<file path="src/rtl/core/cbp_pkg.sv">
package cbp_pkg;

  localparam int unsigned DimW    = 13;
  localparam int unsigned PitchW  = 17;
  localparam int unsigned ShiftW  = 5;
  localparam int unsigned PixW    = 32;
  localparam int unsigned OffW    = 28;
  localparam int unsigned ChanW   = 8;
  localparam int unsigned CfgW    = 17;
  localparam int unsigned CfgIdxW = 3;

  localparam logic [DimW-1:0]   FrameWidthRst   = DimW'(320);
  localparam logic [DimW-1:0]   FrameHeightRst  = DimW'(200);
  localparam logic [DimW-1:0]   ScreenWidthRst  = DimW'(640);
  localparam logic [DimW-1:0]   ScreenHeightRst = DimW'(480);
  localparam logic [PitchW-1:0] RowPitchRst     = PitchW'(2560);
  localparam logic [ShiftW-1:0] RedShiftRst     = ShiftW'(16);
  localparam logic [ShiftW-1:0] GreenShiftRst   = ShiftW'(8);
  localparam logic [ShiftW-1:0] BlueShiftRst    = ShiftW'(0);

  localparam int unsigned RedPos   = 16;
  localparam int unsigned GreenPos = 8;
  localparam int unsigned BluePos  = 0;

  typedef enum logic [CfgIdxW-1:0] {
    CfgFrameWidth   = 3'd0,
    CfgFrameHeight  = 3'd1,
    CfgScreenWidth  = 3'd2,
    CfgScreenHeight = 3'd3,
    CfgRowPitch     = 3'd4,
    CfgRedShift     = 3'd5,
    CfgGreenShift   = 3'd6,
    CfgBlueShift    = 3'd7
  } cfg_idx_e;

  typedef struct packed {
    logic [DimW-1:0]   frame_width;
    logic [DimW-1:0]   frame_height;
    logic [DimW-1:0]   screen_width;
    logic [DimW-1:0]   screen_height;
    logic [PitchW-1:0] row_pitch;
    logic [ShiftW-1:0] red_shift;
    logic [ShiftW-1:0] green_shift;
    logic [ShiftW-1:0] blue_shift;
  } cfg_t;

  typedef struct packed {
    logic            visible;
    logic            frame_end;
    logic [DimW-1:0] dx;
    logic [DimW-1:0] dy;
    logic [PixW-1:0] pixel;
  } place_t;

endpackage

</file>
<file path="src/rtl/core/cbp_place.sv">
module cbp_place #(
  parameter int unsigned MAX_DIM = 4096
) (
  input  logic            clk_i,
  input  logic            rst_ni,
  input  cbp_pkg::cfg_t   cfg_i,
  input  logic            in_valid_i,
  output logic            in_stall_o,
  input  logic [31:0]     source_pixel_i,
  output logic            s1_valid_o,
  output cbp_pkg::place_t s1_data_o,
  input  logic            s1_take_i
);
  import cbp_pkg::*;

  localparam int unsigned CW  = $clog2(MAX_DIM);
  localparam int unsigned FW  = $clog2(MAX_DIM + 1);
  localparam int unsigned EW  = (FW > DimW) ? FW : DimW;
  localparam int unsigned SW  = EW + 2;

  logic [CW-1:0]        col_q, col_d;
  logic [CW-1:0]        row_q, row_d;
  logic                 s1_valid_q, s1_valid_d;
  place_t               s1_q, s1_d;
  logic                 accept;
  logic [EW-1:0]        fw_raw, fh_raw, fw_c, fh_c;
  logic                 last_col, last_row;
  logic signed [SW-1:0] diff_x, diff_y, ox, oy, dx, dy, sw_s, sh_s;

  always_comb begin
    fw_raw = EW'(cfg_i.frame_width);
    fh_raw = EW'(cfg_i.frame_height);
    if (fw_raw == '0) begin
      fw_c = EW'(1);
    end else if (fw_raw > EW'(MAX_DIM)) begin
      fw_c = EW'(MAX_DIM);
    end else begin
      fw_c = fw_raw;
    end
    if (fh_raw == '0) begin
      fh_c = EW'(1);
    end else if (fh_raw > EW'(MAX_DIM)) begin
      fh_c = EW'(MAX_DIM);
    end else begin
      fh_c = fh_raw;
    end
    last_col = EW'(col_q) >= (fw_c - EW'(1));
    last_row = EW'(row_q) >= (fh_c - EW'(1));

    sw_s   = signed'(SW'(cfg_i.screen_width));
    sh_s   = signed'(SW'(cfg_i.screen_height));
    diff_x = sw_s - signed'(SW'(fw_c));
    diff_y = sh_s - signed'(SW'(fh_c));
    // Halving that rounds toward zero, as integer division does.
    ox     = (diff_x + signed'(SW'(diff_x[SW-1]))) >>> 1;
    oy     = (diff_y + signed'(SW'(diff_y[SW-1]))) >>> 1;
    dx     = ox + signed'(SW'(col_q));
    dy     = oy + signed'(SW'(row_q));
  end

  assign in_stall_o = s1_valid_q && !s1_take_i;
  assign accept     = in_valid_i && !in_stall_o;

  always_comb begin
    col_d      = col_q;
    row_d      = row_q;
    s1_valid_d = s1_valid_q;
    s1_d       = s1_q;
    if (s1_take_i) begin
      s1_valid_d = 1'b0;
    end
    if (accept) begin
      s1_valid_d     = 1'b1;
      s1_d.visible   = !dx[SW-1] && (dx < sw_s) && !dy[SW-1] && (dy < sh_s);
      s1_d.frame_end = last_col && last_row;
      s1_d.dx        = dx[DimW-1:0];
      s1_d.dy        = dy[DimW-1:0];
      s1_d.pixel     = source_pixel_i;
      if (last_col) begin
        col_d = '0;
        row_d = last_row ? '0 : row_q + CW'(1);
      end else begin
        col_d = col_q + CW'(1);
      end
    end
  end

  always_ff @(posedge clk_i or negedge rst_ni) begin
    if (!rst_ni) begin
      col_q      <= '0;
      row_q      <= '0;
      s1_valid_q <= 1'b0;
    end else begin
      col_q      <= col_d;
      row_q      <= row_d;
      s1_valid_q <= s1_valid_d;
    end
  end

  always_ff @(posedge clk_i) begin
    s1_q <= s1_d;
  end

  assign s1_valid_o = s1_valid_q;
  assign s1_data_o  = s1_q;

endmodule

</file>
<file path="src/rtl/core/cbp_pack.sv">
module cbp_pack (
  input  logic            clk_i,
  input  logic            rst_ni,
  input  cbp_pkg::cfg_t   cfg_i,
  input  logic            s1_valid_i,
  input  cbp_pkg::place_t s1_data_i,
  output logic            s1_take_o,
  output logic            out_valid_o,
  input  logic            out_stall_i,
  output logic            write_enable_o,
  output logic [27:0]     byte_offset_o,
  output logic [31:0]     packed_pixel_o,
  output logic            frame_end_o
);
  import cbp_pkg::*;

  localparam int unsigned ProdW = DimW + PitchW;

  logic                   out_valid_q, out_valid_d;
  logic                   advance;
  logic [ProdW-1:0]       prod;
  logic [OffW-1:0]        offset;
  logic [PixW-1:0]        packed_w;
  logic [PixW-1:0]        red_w, green_w, blue_w;
  logic                   we_q, fe_q;
  logic [OffW-1:0]        off_q;
  logic [PixW-1:0]        pix_q;

  assign advance   = !out_valid_q || !out_stall_i;
  assign s1_take_o = advance && s1_valid_i;

  always_comb begin
    prod     = ProdW'(s1_data_i.dy) * ProdW'(cfg_i.row_pitch);
    offset   = prod[OffW-1:0] + OffW'({s1_data_i.dx, 2'b00});
    red_w    = PixW'(s1_data_i.pixel[RedPos +: ChanW]) << cfg_i.red_shift;
    green_w  = PixW'(s1_data_i.pixel[GreenPos +: ChanW]) << cfg_i.green_shift;
    blue_w   = PixW'(s1_data_i.pixel[BluePos +: ChanW]) << cfg_i.blue_shift;
    packed_w = red_w | green_w | blue_w;
    out_valid_d = advance ? s1_valid_i : out_valid_q;
  end

  always_ff @(posedge clk_i or negedge rst_ni) begin
    if (!rst_ni) begin
      out_valid_q <= 1'b0;
    end else begin
      out_valid_q <= out_valid_d;
    end
  end

  always_ff @(posedge clk_i) begin
    if (s1_take_o) begin
      we_q  <= s1_data_i.visible;
      fe_q  <= s1_data_i.frame_end;
      off_q <= s1_data_i.visible ? offset : '0;
      pix_q <= s1_data_i.visible ? packed_w : '0;
    end
  end

  assign out_valid_o    = out_valid_q;
  assign write_enable_o = we_q;
  assign byte_offset_o  = off_q;
  assign packed_pixel_o = pix_q;
  assign frame_end_o    = fe_q;

endmodule

</file>
<file path="src/rtl/core/centered_clipped_pixel_blit.sv">
// Centred, clipped pixel blit: source pixels enter one transaction at a time in
// row-major frame order on the input channel (in_valid_i, in_stall_o,
// source_pixel_i as 0x00RRGGBB). Each one yields exactly one result
// transaction on the output channel (out_valid_o, out_stall_i): a write
// enable that is low for clipped pixels, the screen byte offset, the pixel
// repacked by the configured channel shifts, and a flag on the last pixel.
// The block is two register stages deep: a result passes the placement register
// and then the result register before it is offered on the output, and one pixel
// is taken in every cycle for as long as the receiver keeps out_stall_i low. The
// placement stage and the result register each hold one transaction, so up to two
// transactions wait inside while the receiver stalls; once both stages are full,
// in_stall_o follows out_stall_i in the same cycle. Configuration is
// written through cfg_we_i, cfg_idx_i and cfg_wdata_i while the block is idle.
// Reset restores the default geometry of a 320 by 200 frame on a 640 by 480
// screen, clears the column and row counters and empties both stages.
module centered_clipped_pixel_blit #(
  parameter int unsigned MAX_DIM = 4096
) (
  input  logic        clk_i,
  input  logic        rst_ni,
  input  logic        cfg_we_i,
  input  logic [2:0]  cfg_idx_i,
  input  logic [16:0] cfg_wdata_i,
  input  logic        in_valid_i,
  output logic        in_stall_o,
  input  logic [31:0] source_pixel_i,
  output logic        out_valid_o,
  input  logic        out_stall_i,
  output logic        write_enable_o,
  output logic [27:0] byte_offset_o,
  output logic [31:0] packed_pixel_o,
  output logic        frame_end_o
);
  import cbp_pkg::*;

  cfg_t   cfg_q, cfg_d;
  logic   s1_valid;
  place_t s1_data;
  logic   s1_take;

  always_comb begin
    cfg_d = cfg_q;
    if (cfg_we_i) begin
      case (cfg_idx_e'(cfg_idx_i))
        CfgFrameWidth:   cfg_d.frame_width   = cfg_wdata_i[DimW-1:0];
        CfgFrameHeight:  cfg_d.frame_height  = cfg_wdata_i[DimW-1:0];
        CfgScreenWidth:  cfg_d.screen_width  = cfg_wdata_i[DimW-1:0];
        CfgScreenHeight: cfg_d.screen_height = cfg_wdata_i[DimW-1:0];
        CfgRowPitch:     cfg_d.row_pitch     = cfg_wdata_i[PitchW-1:0];
        CfgRedShift:     cfg_d.red_shift     = cfg_wdata_i[ShiftW-1:0];
        CfgGreenShift:   cfg_d.green_shift   = cfg_wdata_i[ShiftW-1:0];
        CfgBlueShift:    cfg_d.blue_shift    = cfg_wdata_i[ShiftW-1:0];
        default:         cfg_d = cfg_q;
      endcase
    end
  end

  always_ff @(posedge clk_i or negedge rst_ni) begin
    if (!rst_ni) begin
      cfg_q.frame_width   <= FrameWidthRst;
      cfg_q.frame_height  <= FrameHeightRst;
      cfg_q.screen_width  <= ScreenWidthRst;
      cfg_q.screen_height <= ScreenHeightRst;
      cfg_q.row_pitch     <= RowPitchRst;
      cfg_q.red_shift     <= RedShiftRst;
      cfg_q.green_shift   <= GreenShiftRst;
      cfg_q.blue_shift    <= BlueShiftRst;
    end else begin
      cfg_q <= cfg_d;
    end
  end

  cbp_place #(
    .MAX_DIM(MAX_DIM)
  ) u_place (
    .clk_i          (clk_i),
    .rst_ni         (rst_ni),
    .cfg_i          (cfg_q),
    .in_valid_i     (in_valid_i),
    .in_stall_o     (in_stall_o),
    .source_pixel_i (source_pixel_i),
    .s1_valid_o     (s1_valid),
    .s1_data_o      (s1_data),
    .s1_take_i      (s1_take)
  );

  cbp_pack u_pack (
    .clk_i          (clk_i),
    .rst_ni         (rst_ni),
    .cfg_i          (cfg_q),
    .s1_valid_i     (s1_valid),
    .s1_data_i      (s1_data),
    .s1_take_o      (s1_take),
    .out_valid_o    (out_valid_o),
    .out_stall_i    (out_stall_i),
    .write_enable_o (write_enable_o),
    .byte_offset_o  (byte_offset_o),
    .packed_pixel_o (packed_pixel_o),
    .frame_end_o    (frame_end_o)
  );

endmodule

</file>
<file path="config.mk">
export PLATFORM = sky130hd
export DESIGN_NAME = centered_clipped_pixel_blit
export DESIGN_NICKNAME = d
export VERILOG_FILES = /design/src/rtl/core/cbp_pkg.sv /design/src/rtl/core/cbp_place.sv /design/src/rtl/core/cbp_pack.sv /design/src/rtl/core/centered_clipped_pixel_blit.sv
export SDC_FILE = /design/constraint.sdc
export NUM_CORES = 1
export LEC_CHECK = 0
export BUFFER_PORTS_ARGS = -buffer_cell sky130_fd_sc_hd__buf_2
export CAP_MARGIN = 5
export CORE_UTILIZATION = 55
export CTS_CLUSTER_DIAMETER = 40
export DETAILED_ROUTE_END_ITERATION = 12
export PLACE_DENSITY = 0.79
export SLEW_MARGIN = 15
export SYNTH_ARGS = -nofsm -noshare
export SYNTH_HDL_FRONTEND = slang
export SYNTH_HIERARCHICAL = 1
export SYNTH_SLANG_ARGS = --single-unit
</file>
<file path="constraint.sdc">
create_clock -name clk_i -period 8 [get_ports clk_i]
set_clock_uncertainty 0.05 [all_clocks]
set_input_delay 0.8 -clock clk_i [delete_from_list [all_inputs] [get_ports clk_i]]
set_output_delay 0.8 -clock clk_i [all_outputs]
set_load 0.02 [all_outputs]
</file>
After elaboration in Yosys (flattened, before gate mapping) --
Index checks and enable logic that the tools add are counted.
Word-level totals: flip-flop bits (word level) 224, input port bits 57, word-level logic and storage cells 86
Cells by class: reductions and logical operators 27, multiply operators 1, bitwise logic cells 2, order comparisons 6, muxes and demuxes 8, shift operators 3, equal/unequal tests 7, $add $sub $neg 11
Operators with widths (count):
- 8-bit by 5-bit left shift with 32-bit output | 3
- 32-bit bitwise OR | 2
- 13-bit two-way mux | 4
- 14-bit by 13-bit adder with 15-bit output | 2
- 14-bit by 2-bit adder with 15-bit output | 2
- 15-bit by 14-bit less-than comparator with 1-bit output | 2
- 28-bit by 15-bit adder with 28-bit output | 1
- 13-bit by 17-bit multiplier with 28-bit output | 1
- 13-bit by 13-bit subtractor with 14-bit output | 2
- 12-bit by 13-bit >= comparator with 1-bit output | 2
- 13-bit greater-than comparator (second input constant) | 2
- 13-bit zero test | 2
- 13-bit by 1-bit subtractor with 13-bit output (second input constant) | 2
- 12-bit by 1-bit adder with 12-bit output (second input constant) | 2
- 12-bit two-way mux | 2
- 2-bit AND reduction | 9
- 3-bit == test (second input constant) | 4
- 1-bit logical AND | 7
- 3-bit by 2-bit == test with 1-bit output (second input constant) | 2
- 1-bit zero test | 6
- 3-bit by 1-bit == test with 1-bit output (second input constant) | 1
- 3-bit zero test | 1
- 1-bit two-way mux | 2
- 2-bit nonzero test | 1
- 1-bit logical OR | 1

Logic depth before layout (Yosys ltp) --
Gate-level depths: netlist (run 1).
depth after elaboration 10, depth in mapped cells 31, depth with buffers taken out 30

Modules after synthesis --
The synthesis (run 1) kept the hierarchy.
Modules (own cells, without submodules):
- cbp_pack | area each 11348.4 um^2, cells each 1269, instances 1
- cbp_place | area each 7639.8 um^2, cells each 857, instances 1
- centered_clipped_pixel_blit | area each 3204.3 um^2, cells each 182, instances 1

Worst setup path before layout (run 1) --
Ideal clock, no wire load.
kind input port to flip-flop, start point input out_stall_i, end point register u_place.row_q[10], required time 7855 ps, arrival 7802 ps, stages 8, path slack 52 ps, path through a21boi_0 nand2b_1 nand2_1 clkinv_1 o211ai_1 or2_1 clkbuf_1 o31ai_1
On the way: cells in the longest elaborated chain, start to end 8
Ends and longest elaborated chain:
- start, declared | line centered_clipped_pixel_blit.sv:28 | input logic out_stall_i,
- 1-bit zero test | line cbp_pack.sv:29 | assign advance = !out_valid_q || !out_stall_i;
- 1-bit logical OR | line cbp_pack.sv:29
- 1-bit logical AND | line cbp_pack.sv:30 | assign s1_take_o = advance && s1_valid_i;
- 1-bit zero test | line cbp_place.sv:61 | assign in_stall_o = s1_valid_q && !s1_take_i;
- 1-bit logical AND | line cbp_place.sv:61
- 1-bit zero test | line cbp_place.sv:62 | assign accept = in_valid_i && !in_stall_o;
- 1-bit logical AND | line cbp_place.sv:62
- net u_place.accept | line cbp_place.sv:25 | logic accept;
- 2-bit AND reduction (no line)
- end signal, assigned | line cbp_place.sv:95 | row_q <= row_d;
- end, declared | line cbp_place.sv:22 | logic [CW-1:0] row_q, row_d;
The timed path passes the listed nets, and every way through them passes these cells. A chain may end at the register's enable or synchronous reset.

Worst setup path in the final report (run 1) --
start point register cfg_q[76] (netlist bit), end point register u_place.s1_q (netlist bit u_place/s1_data_o[59]), data pin
On the way: cells in the longest elaborated chain, start to end 10, elaborated cells between the ends (all ways) 12
Ends and longest elaborated chain:
- start, declared | line centered_clipped_pixel_blit.sv:36 | cfg_t cfg_q, cfg_d;
- start signal, assigned | line centered_clipped_pixel_blit.sv:69 | cfg_q <= cfg_d;
- 13-bit greater-than comparator | line cbp_place.sv:35 | end else if (fw_raw > EW'(MAX_DIM)) begin
- 13-bit two-way mux | line cbp_place.sv:35
- 13-bit two-way mux (*) | line cbp_place.sv:33 | if (fw_raw == '0) begin
- 13-bit by 13-bit subtractor with 14-bit output (*) | line cbp_place.sv:52 | diff_x = sw_s - signed'(SW'(fw_c));
- 14-bit by 2-bit adder with 15-bit output (*) | line cbp_place.sv:55 | ox = (diff_x + signed'(SW'(diff_x[SW-1]))) >>> 1;
- 14-bit by 13-bit adder with 15-bit output (*) | line cbp_place.sv:57 | dx = ox + signed'(SW'(col_q));
- net u_place.dx[11] | line cbp_place.sv:28 | logic signed [SW-1:0] diff_x, diff_y, ox, oy, dx, dy, sw_s, sh_s;
- 15-bit by 14-bit less-than comparator with 1-bit output (*) | line cbp_place.sv:74 | s1_d.visible = !dx[SW-1] && (dx < sw_s) && !dy[SW-1] && (dy < sh_s);
- 1-bit logical AND (*) (3 in series) | line cbp_place.sv:74
- end signal, assigned | line cbp_place.sv:101 | s1_q <= s1_d;
- end, declared | line cbp_place.sv:24 | place_t s1_q, s1_d;
The timed path passes the listed nets; every way through them passes the cells marked *.

==> metrics, run 1 <==
status complete, no violations; final hold vios 0; Final Core Density 0.6132; Crit path arrival time 7.44 ns; worst-margin pin slew 0.9788 ns; Post-layout nets 2792; max cap viols 0; Post-CTS Setup Inserts 0; total track usage 0.2762; CTS Buffer Depth 3; Critical-path top delay cell nor4_1; Gate Count Post-Synth 2300; initial antenna violation count 1; crit path cell chain or3_1 > nor4_1 > nand3_1 > a21oi_1 > ha_1 > inv_1 > fa_1 > a21o_1 > a21oi_1 > xnor2_1 > nand2_1 > nor4_1 > nand2_1 > xnor2_1 > ha_1 > o21ai_0 > nor2b_1 > o41ai_1 > xor2_1 > ha_1 > a21o_1 > a211oi_1 > nand3_1 > nor4_1; first-pass GRT wire length 89790 um; hold buffers post-CTS 0; Setup WS post-layout 0.9140 ns; Worst setup EP type register; Post-Syn Nets 2722; Top Ports 121; DRT Pass-1 Iters 5; most common cell after layout, fill and taps aside inv_1; WL per Instance 19.00 um; fmax 141.1 MHz; crit path time final 7.086 ns; final period utilization 0.8857; largest net degree at the start of global routing 64; Slew Viols, Final 0; H-Tree Depth 1; drt drc 0; core area 39010 um^2; HPWL Detailed 43530 um; setup_tns 0 ns; DP Cell Count 2855; Crit path largest cell delay 0.80 ns; DIE WIDTH 201.8 um; Site Rows 72; clk sinks 224; commonest non-fill, non-tap cells in the layout inv_1, nand2_1, ha_1; clk slew on worst S/H paths 0.06 ns; Vias/cell 5.805; chip height 201.8 um; Final Non-Filler Cells 2916; worst r2r path cells 24; aggregate routed wire length 55410 um; Yosys warnings 6; Overflow after GRT 0; Worst R2R Setup Slack 0.91 ns; Syn Area/Cell 9.544 um^2; full die area 40720 um^2; total CTS buffers 31; number of DRC markers in iteration 0 1182; share of layout cells above drive strength 1 0.1340; post-route ant nets 0; Final Wtd Congestion 0.9585; Hold WC Path Type in2async; area grow syn2layout 8.960%; CP Class reg2reg; Clock Tree Root clkbuf_16; post-CTS sizing 0; CTS tree yes; Final setup viols 0; Synth Cell Area 21950 um^2; Worst setup SP type register; vias 16930; Skew-Pair Late Insertion Delay 0.59 ns; Initial Util 0.5628; RSZ-0062 raised after global routing no; pre-CTS WS 1.002 ns; RR Endpoint u_place/s1_data_o[59]; vias in the first global route 17130; Crit Path Max Fanout 6; Port Buffers 112; Worst R2R Start cfg_q[76]; Req. time, crit path 8.36 ns; Rel. slew slack 0.3446
[registers in the layout (all words and copies together), names as in the netlist]
signal and count:
u_pack/packed_pixel_o 32, u_place/col_q 12, u_pack/out_valid_o 1, u_place/s1_valid_o 1
cfg_q 84, u_place/s1_data_o 52, u_place/row_q 12, u_pack/frame_end_o 1
u_pack/byte_offset_o 28, u_pack/write_enable_o 1
[how the worst max path moves through the flow]
stage,startpoint,to,depth (start not counted)
global placement,cfg_q[76],u_place/s1_data_o[59],24
CTS,cfg_q[76],u_place/s1_data_o[59],24
global route,cfg_q[76],u_place/s1_data_o[59],24
floorplan,out_stall_i,u_place/row_q[10],8
finish,cfg_q[76],u_place/s1_data_o[59],24
detailed placement,cfg_q[76],u_place/s1_data_o[59],24
[critical path: cells and delay by family (launching register included)]
family / cells / cell delay, ns
adders and majority gates: 4 / 1.30
DFF: 1 / 0.42
AOI/OAI and AO/OA: 7 / 1.85
xor gates and xnor gates: 3 / 0.63
and+or+nand+nor: 9 / 2.59
buffers and inverters: 1 / 0.07
[routing by layer]
metal | global-route usage | vias to the layer above | routed length (um)
met4 | 0.08793 | 0 | 1586
met1 | 0.3862 | 8252 | 24570
met5 | 0 | - | 0
li1 | - | 7966 | -
met3 | 0.03209 | 99 | 3468
met2 | 0.4493 | 610 | 25780
[layout make-up]
type	instances	area, um^2
clock inverter	19	181.4
multi-input combinational	1716	14380
inverter	279	1047
sequential	224	6195
tap	518	648.1
timing repair buffer	118	608.1
antenna	3	7.507
clock buffer	39	848.3
fill	3234	15090
[through the flow]
stage	hold slack [ns]	instance area (um^2)
2_1_floorplan	0.3503	21950
3_3_place_gp	0.3576	22880
3_5_place_dp	0.3776	22880
4_1_cts	0.2194	23910
5_1_grt	0.2562	23910
6_report	0.2010	23920
Power of run 1 is not shown: default switching activity piles up to over one toggle a cycle in this logic, so the estimate is an artifact.
==> run 2: changes to the inputs <==
--- a/config.mk
+++ b/config.mk
@@ -10,7 +10,7 @@
 export CORE_UTILIZATION = 55
 export CTS_CLUSTER_DIAMETER = 40
 export DETAILED_ROUTE_END_ITERATION = 12
-export PLACE_DENSITY = 0.79
+export PLACE_DENSITY = 0.76
 export SLEW_MARGIN = 15
 export SYNTH_ARGS = -nofsm -noshare
 export SYNTH_HDL_FRONTEND = slang
==> constraint.sdc (replaced) <==
create_clock -name clk_i -period 7.3 [get_ports clk_i]
set_clock_uncertainty 0.05 [all_clocks]
set_input_delay 0.73 -clock clk_i [delete_from_list [all_inputs] [get_ports clk_i]]
set_output_delay 0.73 -clock clk_i [all_outputs]
set_load 0.02 [all_outputs]
==> metrics, run 2 (synthesis results as in run 1) <==
status complete, but fails checks; failing checks DRC; clk slew on worst S/H paths 0.06 ns; Site Rows 72; largest net degree at the start of global routing 64; clk sinks 224; Worst setup SP type register; Hold WC Path Type in2async; Final setup viols 0; Top Ports 121; vias 17110; Vias/cell 5.853; full die area 40720 um^2; hold buffers post-CTS 0; fmax 145.3 MHz; final period utilization 0.9426; Worst setup EP type register; DIE WIDTH 201.8 um; first-pass GRT wire length 90280 um; post-route ant nets 0; CP Class reg2reg; commonest non-fill, non-tap cells in the layout inv_1, nand2_1, ha_1; Post-CTS Setup Inserts 0; total track usage 0.2793; Final Wtd Congestion 0.9498; Critical Path Start cfg_q[76]; Crit path arrival time 7.22 ns; Crit Path Max Fanout 5; vias in the first global route 17490; RSZ-0062 raised after global routing no; total CTS buffers 36; number of DRC markers in iteration 0 1107; HPWL Detailed 43380 um; aggregate routed wire length 55850 um; max cap viols 0; Post-layout nets 2799; drt drc 1; worst r2r path cells 23; H-Tree Depth 2; CTS tree yes; Worst R2R Start cfg_q[76]; n_diodes 0; DRT Pass-1 Iters 9; max reg flops 84; Initial Util 0.5628; Slew Viols, Final 0; Req. time, crit path 7.63 ns; worst-margin pin slew 1.041 ns; Skew-Pair Late Insertion Delay 0.56 ns; most common cell after layout, fill and taps aside inv_1; WL per Instance 19.11 um; share of layout cells above drive strength 1 0.1385; chip height 201.8 um; initial antenna violation count 0; Clock Tree Root clkbuf_16; Rel. slew slack 0.3028; final hold vios 0; crit path time final 6.881 ns; post-CTS sizing 0; setup_tns 0 ns; Overflow after GRT 0; Port Buffers 112; core area 39010 um^2; CTS Buffer Depth 3; Largest Register cfg_q; area grow syn2layout 10.01%
[run 2: worst max-delay path, stage by stage (launching register included)]
cell	delay, ns
dfrtp_1	0.42
or3_1	0.37
nor4_1	0.37
nand3_1	0.24
a21oi_1	0.33
ha_1	0.25
inv_1	0.07
fa_1	0.45
a211oi_1	0.30
o21ai_1	0.17
a2111oi_0	0.63
nor2_1	0.13
xnor2_1	0.31
xor2_1	0.23
ha_1	0.29
a21o_1	0.20
or3_1	0.35
o2111ai_1	0.26
nand2_1	0.10
xnor2_1	0.27
ha_1	0.30
a211oi_1	0.26
nand3_1	0.10
nor4_1	0.26
[run 2: cell type report]
| type | instances | area (um^2) |
|---|---|---|
| repair buffers | 120 | 623.1 |
| well taps | 518 | 648.1 |
| clock buffers | 39 | 912.1 |
| multi-input cells | 1716 | 14380 |
| clock inverters | 27 | 340.3 |
| flip-flops and latches | 224 | 6195 |
| fillers | 3211 | 14860 |
| inverters | 279 | 1047 |
[run 2: final timing paths]
path | end | slack (ns)
setup / recovery | u_place/s1_data_o[59] | 0.42
hold / removal | cfg_q[62] | 0.16
setup reg to reg | u_place/s1_data_o[59] | 0.42
hold reg to reg | u_pack/frame_end_o | 0.39
max in group asynchronous | cfg_q[45] | 5.79
min in group clk_i | u_place/s1_data_o[11] | 0.30
[run 2: stage by stage]
step	worst slack, ns	utilization	instances	hold slack [ns]	instance area, um^2
2_1_floorplan	1.326	-	2300	0.3503	21950
3_3_place_gp	0.7888	0.5870	2857	0.3557	22900
3_5_place_dp	0.6272	0.5870	2857	0.3808	22900
4_1_cts	0.5723	0.6191	2923	0.1691	24150
5_1_grt	0.04020	0.6191	2923	0.2238	24150
6_report	0.4191	0.6191	2923	0.1597	24150
[run 2: routing by layer]
metal | part of all wire | up-vias | track usage
met4 | 0.033 | 0 | 0.1077
met3 | 0.061 | 124 | 0.04224
met2 | 0.46 | 581 | 0.4572
met1 | 0.44 | 8409 | 0.3741
met5 | 0 | - | 0
li1 | - | 7994 | -
Power of run 2 is left out for the same reason.
==> run 3: changes to the inputs <==
--- a/config.mk
+++ b/config.mk
@@ -14,5 +14,4 @@
 export SLEW_MARGIN = 15
 export SYNTH_ARGS = -nofsm -noshare
 export SYNTH_HDL_FRONTEND = slang
-export SYNTH_HIERARCHICAL = 1
 export SYNTH_SLANG_ARGS = --single-unit
==> metrics, run 3 <==
H-Tree Depth 2; Yosys warnings 0; Req. time, crit path 7.55 ns; Final setup viols 0; Final Wtd Congestion 0.9440; Port Buffers 112; area grow syn2layout 10.55%; Overflow after GRT 0; crit path time final 6.865 ns; DRT Pass-1 Iters 10; Initial Util 0.5580; Worst setup SP type register; full die area 40000 um^2; Hold WC Path Type in2async; DP Cell Count 2816; Worst R2R Start u_place.s1_data_o[33]; Crit Path Max Fanout 17; CP Class reg2reg; RSZ-0062 raised after global routing no; worst r2r path cells 19; CTS Buffer Depth 3; Hold Slack 0.2155 ns; first-pass GRT wire length 87340 um; max cap viols 0; met1 Use GR 0.3882; cell repeated most along the worst path fa_1; aggregate routed wire length 54480 um; Post-layout nets 2759; worst-margin pin slew 1.196 ns; most common cell after layout, fill and taps aside nand2_1; final period utilization 0.9404; Skew-Pair Late Insertion Delay 0.57 ns; DIE WIDTH 200.0 um; Compound-Gate Fraction of Synth Area 0.1191; vias in the first global route 16600; Vias/cell 5.832; Yosys cell types 76; CTS tree yes; fmax 145.7 MHz; simple-gate area share of the yosys netlist 0.1629; Adder-Cell Fraction of Synth Area 0.2747; HPWL Detailed 43070 um; gr busiest metal met2; status complete, but fails checks; final hold vios 0; Syn Area/Cell 9.550 um^2; Critical-path top delay cell edfxtp_1; Critical Path Start u_place.s1_data_o[33]; Top Ports 121; Rel. slew slack 0.1983; Post-Syn Nets 2681; number of DRC markers in iteration 0 1226; fillcell total 3186; Synth Cell Area 21560 um^2; commonest non-fill, non-tap cells in the layout nand2_1, inv_1, ha_1; Crit path largest cell delay 0.69 ns; post-synth top area cell fa_1; register bit total from synthesis 224; grt met3 use 0.04419; Worst setup EP type register; chip height 200.0 um; total CTS buffers 35; post-synthesis mux area share 0.05918; WL per Instance 18.90 um; core area 38650 um^2; main combinational cell family by area after synthesis adder cells; max reg flops 84; crit path cell chain nand2_1 > fa_1 > inv_1 > fa_1 > fa_1 > inv_1 > fa_1 > fa_1 > inv_1 > fa_1 > ha_1 > nand4b_1 > a21boi_0 > o221ai_1 > o21ai_0 > nand3_1 > a311oi_1 > a31oi_1 > o211a_1; post-route ant nets 0; Crit path arrival time 7.11 ns; clk slew on worst S/H paths 0.06 ns; leading post-synthesis cells by cell area fa_1, edfxtp_1, dfrtp_1, ha_1, nand2_1; failing checks DRC; clk sinks 224; Synth Area in XOR/XNOR 0.03858; Largest Register cfg_q; Gate Count Post-Synth 2258; setup_tns 0 ns; most common cell in the netlist nand2_1; RR Endpoint u_pack.byte_offset_o[27]; ys flop type edfxtp_1; Post-synth top cells nand2_1, inv_1, ha_1; share of layout cells above drive strength 1 0.1414; sequential share of the synthesized area 0.2873; Post-synth EDFFs 114; total track usage 0.2830; Clock Tree Root clkbuf_16; Site Rows 72; Post-synth ARST share 0.4911; vias 16810; Final Non-Filler Cells 2883; initial antenna violation count 1; Worst R2R Setup Slack 0.43 ns; drt drc 2; post-synth top area share 0.1662; Slew Viols, Final 0; pre-CTS WS 0.1832 ns; Setup WS post-layout 0.4349 ns; largest net degree at the start of global routing 64; met2 GRT Util 0.4537
==> run 3: kinds of logic (layout without fill, tap and decap cells) <==
kind of cell | count (synthesis) | after routing
xor gates and xnor gates | 95 | 95
muxes | 116 | 116
AOI/OAI and AO/OA | 392 | 392
adders and majority gates | 366 | 366
other | 0 | 3
and+or+nand+nor | 731 | 731
buffers and inverters | 334 | 438
DFF | 224 | 224
==> run 3: cell type report <==
cell class | instances | area [um^2] | share of cell area
Multi-Input combinational cell | 1700 | 14200 | 0.5956
Clock buffer | 42 | 943.4 | 0.03957
Inverter | 242 | 908.4 | 0.03810
Antenna cell | 3 | 7.507 | 0.0003149
Tap cell | 518 | 648.1 | 0.02719
Timing Repair Buffer | 133 | 720.7 | 0.03023
Sequential cell | 224 | 6195 | 0.2599
Clock inverter | 21 | 217.7 | 0.009132
==> run 3: critical path: cells and delay by family (launching register included) <==
kind,cells,cell delay [ns]
buf+inv,3,0.15
simple gates,3,0.47
flops,1,0.69
fa+ha+maj,7,3.35
compound gates,6,1.89
==> run 3: per-stage QoR <==
step	cell area [um^2]	utilization
finish	23840	0.6168
global placement	22610	0.5850
CTS	23770	0.6151
floorplan	21560	-
global route	23840	0.6168
detailed placement	22610	0.5850
==> run 3: worst max-delay path by stage <==
stage / end / depth (start not counted) / slack, ns
3_5_place_dp: u_place.s1_data_o[59] / 30 / 0.18
4_1_cts: u_place.s1_data_o[59] / 30 / 0.14
5_1_grt: u_place.s1_data_o[59] / 27 / 0.03
6_report: u_pack.byte_offset_o[27] / 19 / 0.43
2_1_floorplan: u_place.s1_data_o[59] / 30 / 0.75
3_3_place_gp: u_place.s1_data_o[59] / 30 / 0.28
==> run 3: per-layer routing <==
layer,vias up,share of wire
li1,7896,-
met1,8205,0.44
met2,597,0.46
met3,116,0.071
met4,0,0.034
met5,-,0
==> run 3: what timing repair did <==
action,CTS,global route
resized for setup,0,12
endpoints found under the setup margin,0,1
buffers inserted,0,1
hold buffers,0,0
Power of run 3 is left out for the same reason.
